File: src/rtl/edc_pkg.sv
// ============================================================================
// edc_pkg: shared definitions for the expiring decision cache
// Sizes, operation and status codes, transfer payload types, the cache entry
// layout and the per-hook counter interface.
// ============================================================================
package edc_pkg;

    localparam int ENTRIES_PER_HOOK = 256;
    localparam int HOOK_TYPES       = 8;

    localparam int SLOTS    = ENTRIES_PER_HOOK * HOOK_TYPES;
    localparam int IDX_W    = $clog2(ENTRIES_PER_HOOK);
    localparam int HOOK_W   = (HOOK_TYPES > 1) ? $clog2(HOOK_TYPES) : 1;
    localparam int SLOT_W   = $clog2(SLOTS);
    localparam bit IDX_POW2 = ((ENTRIES_PER_HOOK & (ENTRIES_PER_HOOK - 1)) == 0);
    localparam logic [31:0] IDX_RECIP = 32'((64'd1 << 32) / ENTRIES_PER_HOOK);

    localparam logic [1:0] OP_LOOKUP     = 2'd0;
    localparam logic [1:0] OP_INSERT     = 2'd1;
    localparam logic [1:0] OP_INVALIDATE = 2'd2;

    localparam logic [1:0] ST_OK          = 2'd0;
    localparam logic [1:0] ST_FALLBACK    = 2'd1;
    localparam logic [1:0] ST_BAD_HOOK    = 2'd2;
    localparam logic [1:0] ST_UNSUPPORTED = 2'd3;

    typedef struct packed {
        logic [1:0]  opcode;
        logic [3:0]  hook_sel;
        logic [31:0] ctx_key;
        logic        cache_en;
        logic [63:0] now_time;
        logic [31:0] new_verdict_id;
        logic [7:0]  new_confidence;
        logic        new_cache_flag;
        logic [63:0] new_expiry;
    } edc_in_t;

    typedef struct packed {
        logic [1:0]  status;
        logic [31:0] verdict_id;
        logic [7:0]  confidence;
        logic        cache_flag;
        logic [63:0] expiry_out;
        logic [31:0] requested_count;
        logic [31:0] hit_count;
        logic [31:0] fallback_count;
    } edc_out_t;

    typedef struct packed {
        logic [31:0] tag;
        logic [31:0] verdict_id;
        logic [7:0]  confidence;
        logic        cache_flag;
        logic [63:0] expiry;
    } edc_entry_t;

    localparam int ENTRY_W = $bits(edc_entry_t);

    typedef struct packed {
        logic commit;
        logic req;
        logic hit;
        logic fb;
    } edc_cnt_upd_t;

    typedef struct packed {
        logic [31:0] req;
        logic [31:0] hit;
        logic [31:0] fb;
    } edc_cnt_t;

    function automatic logic [SLOT_W-1:0] slot_base(input logic [HOOK_W-1:0] hook);
        return SLOT_W'(hook) * SLOT_W'(ENTRIES_PER_HOOK);
    endfunction

endpackage

File: src/rtl/edc_stats.sv
// ============================================================================
// edc_stats: per-hook request, hit and fallback counters
// Presents the counts of one hook after the pending update and commits them.
// ============================================================================
module edc_stats (
    input  logic                       clk,
    input  logic                       rst_n,
    input  logic [edc_pkg::HOOK_W-1:0] hook,
    input  edc_pkg::edc_cnt_upd_t      upd,
    output edc_pkg::edc_cnt_t          counts
);

    logic [31:0] req_cnt_reg [edc_pkg::HOOK_TYPES];
    logic [31:0] hit_cnt_reg [edc_pkg::HOOK_TYPES];
    logic [31:0] fb_cnt_reg  [edc_pkg::HOOK_TYPES];

    always_comb
    begin
        counts.req = req_cnt_reg[hook] + 32'(upd.req);
        counts.hit = hit_cnt_reg[hook] + 32'(upd.hit);
        counts.fb  = fb_cnt_reg[hook] + 32'(upd.fb);
    end

    always_ff @(posedge clk or negedge rst_n)
    begin
        if (!rst_n)
        begin
            for (int i = 0; i < edc_pkg::HOOK_TYPES; i++)
            begin
                req_cnt_reg[i] <= '0;
                hit_cnt_reg[i] <= '0;
                fb_cnt_reg[i]  <= '0;
            end
        end
        else if (upd.commit)
        begin
            req_cnt_reg[hook] <= counts.req;
            hit_cnt_reg[hook] <= counts.hit;
            fb_cnt_reg[hook]  <= counts.fb;
        end
    end

endmodule

File: config.mk
export PLATFORM = sky130hd
export DESIGN_NAME = edc_stats
export DESIGN_NICKNAME = d
export VERILOG_FILES = /design/src/rtl/edc_pkg.sv /design/src/rtl/edc_stats.sv
export SDC_FILE = /design/constraint.sdc
export NUM_CORES = 2
export LEC_CHECK = 0
export BUFFER_PORTS_ARGS = -buffer_cell sky130_fd_sc_hd__buf_2
export CORE_AREA = 2 2 206 289
export DETAILED_ROUTE_END_ITERATION = 6
export DIE_AREA = 0 0 208 291
export GPL_TIMING_DRIVEN = 0
export PLACE_DENSITY_LB_ADDON = 0.3
export SLEW_MARGIN = 5
export SYNTH_ARGS = -nofsm -noshare
export SYNTH_HDL_FRONTEND = slang
export SYNTH_SLANG_ARGS = --single-unit
File: constraint.sdc
create_clock -name clk -period 5.2 [get_ports clk]
set_clock_uncertainty 0.1 [all_clocks]
set_input_delay 0.26 -clock clk [delete_from_list [all_inputs] [get_ports clk]]
set_output_delay 0.26 -clock clk [all_outputs]
set_load 0.05 [all_outputs]
==> qor.txt <==
outcome: complete, no violations
area post-placement: 0.0377 mm²
vias after detailed routing: 29800
portion of total power attributed to combinational logic: 15.0%
via density per instance: 6.72
Clk pwr share: 38.6%
category of the worst setup path capture point: primary output
DPL Wire Length: 79900 µm
total wire length after detailed routing: 122000 µm
post-synthesis to final-layout area growth: 14.8%
first drt pass iteration count: 6
Max clock buf depth: 3
total die area: 0.0605 mm²
transition at the pin with the smallest max-transition slack: 1.41 ns
Final GP Congestion: 0.966
effective utilization at floorplan: 62.1%
count of synthesis-stage warnings from yosys: 0
setup repair after global routing missed its margin: yes
Starting DRT DRC Count: 3707
final-report max-slew violation count: 0
DR WL/cell: 27.4 µm
Die Ht: 291 µm
source-to-sink clock delay at the later pin of the worst-skew pair: 0.66 ns
Fin. Hold Viols: 0
predominant post-synthesis flop cell: sky130_fd_sc_hd__dfrtp_1
overall die width: 208 µm
WP data arrival: 4.84 ns
flip-flop and latch count after synthesis: 768
Post-Synthesis Net Count: 3413
Critical Path Start Type: input port
instance count of the mapped netlist: 3395
num ports: 105
count of buffers inserted at the top-level ports: 102
Post-layout nets: 3645
cell area after technology mapping: 0.0361 mm²
ANT cells: 0
critical path start-end classification: in -> out
antenna-violating nets left: 0
number of enable-type register cells in the synthesized netlist: 0
TritonCTS clock tree: done
top fanout value on the critical path: 10
Post-route DRC: 0
final worst path period need: 5.20 ns
average instance area after synthesis: 10.6 µm²
total leakage power: 19.3 nW
switching power: 0.00415 W
initial antenna violation count: 1
number of H-tree levels: 3
maximum vdd ir drop: 313 µV
total non-filler cell area in the finished layout: 0.0414 mm²
row cnt: 105
final core occ: 71.3%
sum of overflow across all layers after global routing: 0
number of CTS-inserted buffers: 73
MaxCap Viol Count: 0
part of the Yosys area used for sequential elements: 53.3%
power density of the placed cells: 350 mW/mm²
Worst Path Required: 4.84 ns
pin count of the biggest net entering global routing: 117
Switching Share: 28.6%
class of the tightest hold or removal check: in -> async
post-synth cell types: 84
global-route wire length before repair: 183000 µm
Peak Freq: 192 MHz
Worst Reg2Reg Path Length in Cells: 8
aggregate global-route resource usage: 40.7%
start of the worst register-to-register path: req_cnt_reg[165]$_DFFE_PN0P_
core area: 0.0581 mm²
Sink Count: 768
async set-or-reset flop fraction in the synthesized netlist: 100%
vias in the first global route: 30000
cell at the root of the clock tree: sky130_fd_sc_hd__clkbuf_16
total internal power: 0.0104 W
worst relative slew slack: 5.30%
register share of total power: 46.4%
Final setup viols: 0
fraction of layout instances using a drive strength above 1: 17.2%
Worst Setup SP: hook[2]
clock-pin transition on the worst setup and hold timing paths: 0.06 ns
share of the cycle needed by the critical path after routing: 99.9%
## cell usage in the layout (no fill, tap or decap), types with 9 or more instances in the layout
cell type                   Yosys  layout
sky130_fd_sc_hd__a22oi_1       14      14
sky130_fd_sc_hd__a31oi_1       20      16
sky130_fd_sc_hd__buf_1         14      11
sky130_fd_sc_hd__buf_16         0       9
sky130_fd_sc_hd__buf_2         16     109
sky130_fd_sc_hd__buf_4         19      71
sky130_fd_sc_hd__buf_6         15      16
sky130_fd_sc_hd__clkbuf_1     162     173
sky130_fd_sc_hd__clkbuf_16      0      77
sky130_fd_sc_hd__clkbuf_8       8      20
sky130_fd_sc_hd__clkinv_2       1      13
sky130_fd_sc_hd__dfrtp_1      768     768
sky130_fd_sc_hd__inv_1         87      86
sky130_fd_sc_hd__mux2_2        22      22
sky130_fd_sc_hd__mux2i_1      107     107
sky130_fd_sc_hd__mux4_1        35      35
sky130_fd_sc_hd__mux4_2       122     122
sky130_fd_sc_hd__nand2_1      918     916
sky130_fd_sc_hd__nand3_1       27      25
sky130_fd_sc_hd__nand4_1       11      11
sky130_fd_sc_hd__nor2_1        60      57
sky130_fd_sc_hd__nor3_1        21      17
sky130_fd_sc_hd__nor4_1        13       9
sky130_fd_sc_hd__nor4_2        12      11
sky130_fd_sc_hd__nor4_4         8      13
sky130_fd_sc_hd__o21ai_0      568     568
sky130_fd_sc_hd__o21ai_1       85      85
sky130_fd_sc_hd__o31ai_1       56      56
sky130_fd_sc_hd__xnor2_1       30      11
sky130_fd_sc_hd__xnor2_2        2      14
sky130_fd_sc_hd__xor2_1        40      13
sky130_fd_sc_hd__xor2_2         4      27
## metrics by stage
| step | setup TNS (ns) | total power (W) | hold slack [ns] | instances | setup WS, ns |
|---|---|---|---|---|---|
| finish | 0 | 0.0145 | 0.161 | 4431 | 0.00323 |
| global placement | - | 0.00875 | 0.353 | 4246 | -12.46 |
| global route | -0.133 | 0.0149 | 0.228 | 4431 | -0.0318 |
| detailed placement | -795.90 | 0.00883 | 0.254 | 4254 | -2.23 |
| floorplan | 0 | 0.00810 | -0.136 | 3395 | 0.365 |
| CTS | -0.0831 | 0.0143 | 0.196 | 4393 | -0.0831 |
## cell type report
cell class	count	area, µm²
Clock buffer	106	2160
Inverter	89	339
Clock inverter	24	288
Tap cell	749	937
Multi-Input combinational cell	2296	16000
Buffer	233	1330
Fill cell	4118	16700
Sequential cell	768	19200
Timing Repair Buffer	166	1180
## critical path, cell delays in order
cell and delay [ns]:
sky130_fd_sc_hd__buf_2 0.12, sky130_fd_sc_hd__buf_4 0.23, sky130_fd_sc_hd__buf_6 0.21, sky130_fd_sc_hd__buf_2 0.40, sky130_fd_sc_hd__buf_2 0.51, sky130_fd_sc_hd__buf_2 0.57, sky130_fd_sc_hd__mux2i_1 0.18, sky130_fd_sc_hd__a211oi_2 0.44
sky130_fd_sc_hd__and3_1 0.30, sky130_fd_sc_hd__nand3_1 0.29, sky130_fd_sc_hd__nor4_2 0.84, sky130_fd_sc_hd__nor2_1 0.18, sky130_fd_sc_hd__buf_2 0.27
## final timing paths
check | to | slack [ns]
min in group clk | hit_cnt_reg[33]$_DFFE_PN0P_ | 0.20
setup / recovery | counts[90] | 0.003
max in group asynchronous | req_cnt_reg[129]$_DFFE_PN0P_ | 2.46
hold / removal | fb_cnt_reg[143]$_DFFE_PN0P_ | 0.16
hold reg to reg | req_cnt_reg[136]$_DFFE_PN0P_ | 0.37
setup reg to reg | req_cnt_reg[218]$_DFFE_PN0P_ | 1.34
## Yosys cell counts (5+ instances only)
cell type	n	share of area [%]
sky130_fd_sc_hd__nand2_1	918	9.6
sky130_fd_sc_hd__dfrtp_1	768	53
sky130_fd_sc_hd__o21ai_0	568	7.9
sky130_fd_sc_hd__clkbuf_1	162	1.7
sky130_fd_sc_hd__mux4_2	122	7.6
sky130_fd_sc_hd__mux2i_1	107	3.0
sky130_fd_sc_hd__inv_1	87	0.91
sky130_fd_sc_hd__o21ai_1	85	1.2
sky130_fd_sc_hd__nor2_1	60	0.62
sky130_fd_sc_hd__o31ai_1	56	1.2
sky130_fd_sc_hd__xor2_1	40	0.97
sky130_fd_sc_hd__mux4_1	35	2.5
sky130_fd_sc_hd__xnor2_1	30	0.73
sky130_fd_sc_hd__nand3_1	27	0.37
sky130_fd_sc_hd__mux2_2	22	0.69
sky130_fd_sc_hd__nor3_1	21	0.29
sky130_fd_sc_hd__a31oi_1	20	0.35
sky130_fd_sc_hd__buf_4	19	0.40
sky130_fd_sc_hd__buf_2	16	0.22
sky130_fd_sc_hd__buf_6	15	0.47
sky130_fd_sc_hd__a22oi_1	14	0.29
sky130_fd_sc_hd__buf_1	14	0.15
sky130_fd_sc_hd__nor4_1	13	0.23
sky130_fd_sc_hd__nor4_2	12	0.42
sky130_fd_sc_hd__nand4_1	11	0.19
sky130_fd_sc_hd__ha_1	9	0.31
sky130_fd_sc_hd__and4_1	8	0.19
sky130_fd_sc_hd__clkbuf_8	8	0.31
sky130_fd_sc_hd__nor4_4	8	0.47
sky130_fd_sc_hd__and3_1	5	0.087
sky130_fd_sc_hd__buf_12	5	0.28
sky130_fd_sc_hd__mux4_4	5	0.35
sky130_fd_sc_hd__nand4b_1	5	0.12
sky130_fd_sc_hd__nor3_2	5	0.14
sky130_fd_sc_hd__o22ai_1	5	0.087
sky130_fd_sc_hd__or3_1	5	0.087
## power groups by stage
stage                     Combinational, W  Clock, W  Sequential, W
after detailed placement           0.00201         0        0.00682
after CTS                          0.00207   0.00556        0.00672
after floorplan                    0.00135         0        0.00675
final                              0.00218   0.00560        0.00673
after global placement             0.00194         0        0.00681
after global routing               0.00233   0.00581        0.00677
## logic make-up (layout without fill, tap and decap cells)
logic type	Yosys count	after routing	share of synthesized area, %
flip-flops	768	768	53.3
AND/OR/NAND/NOR	1145	1145	14.0
multiplexers	293	293	14.3
adder cells (fa/ha/maj)	9	9	0.312
buffers and inverters	331	618	4.55
XOR/XNOR	77	77	2.05
AO/OA/AOI/OAI	772	772	11.6
## timing repair
item | 4_1_cts | 5_1_grt
cloned | 0 | 0
endpoints found under the hold margin | 115 | 0
endpoints found under the setup margin | 679 | 78
pin swaps | 9 | 17
hold buffers | 1 | 0
buffers inserted | 14 | 41
gates resized for setup | 92 | 45
## metal layers
metal / vias up / routed length, µm / GRT usage [%]
met1: 14800 / 41300 / 49.7
met5: - / 11 / 0
met3: 628 / 13800 / 11.1
met4: 2 / 11000 / 32.6
li1: 12200 / - / -
met2: 2080 / 55500 / 61.1
(Power assumes the default switching activity.)
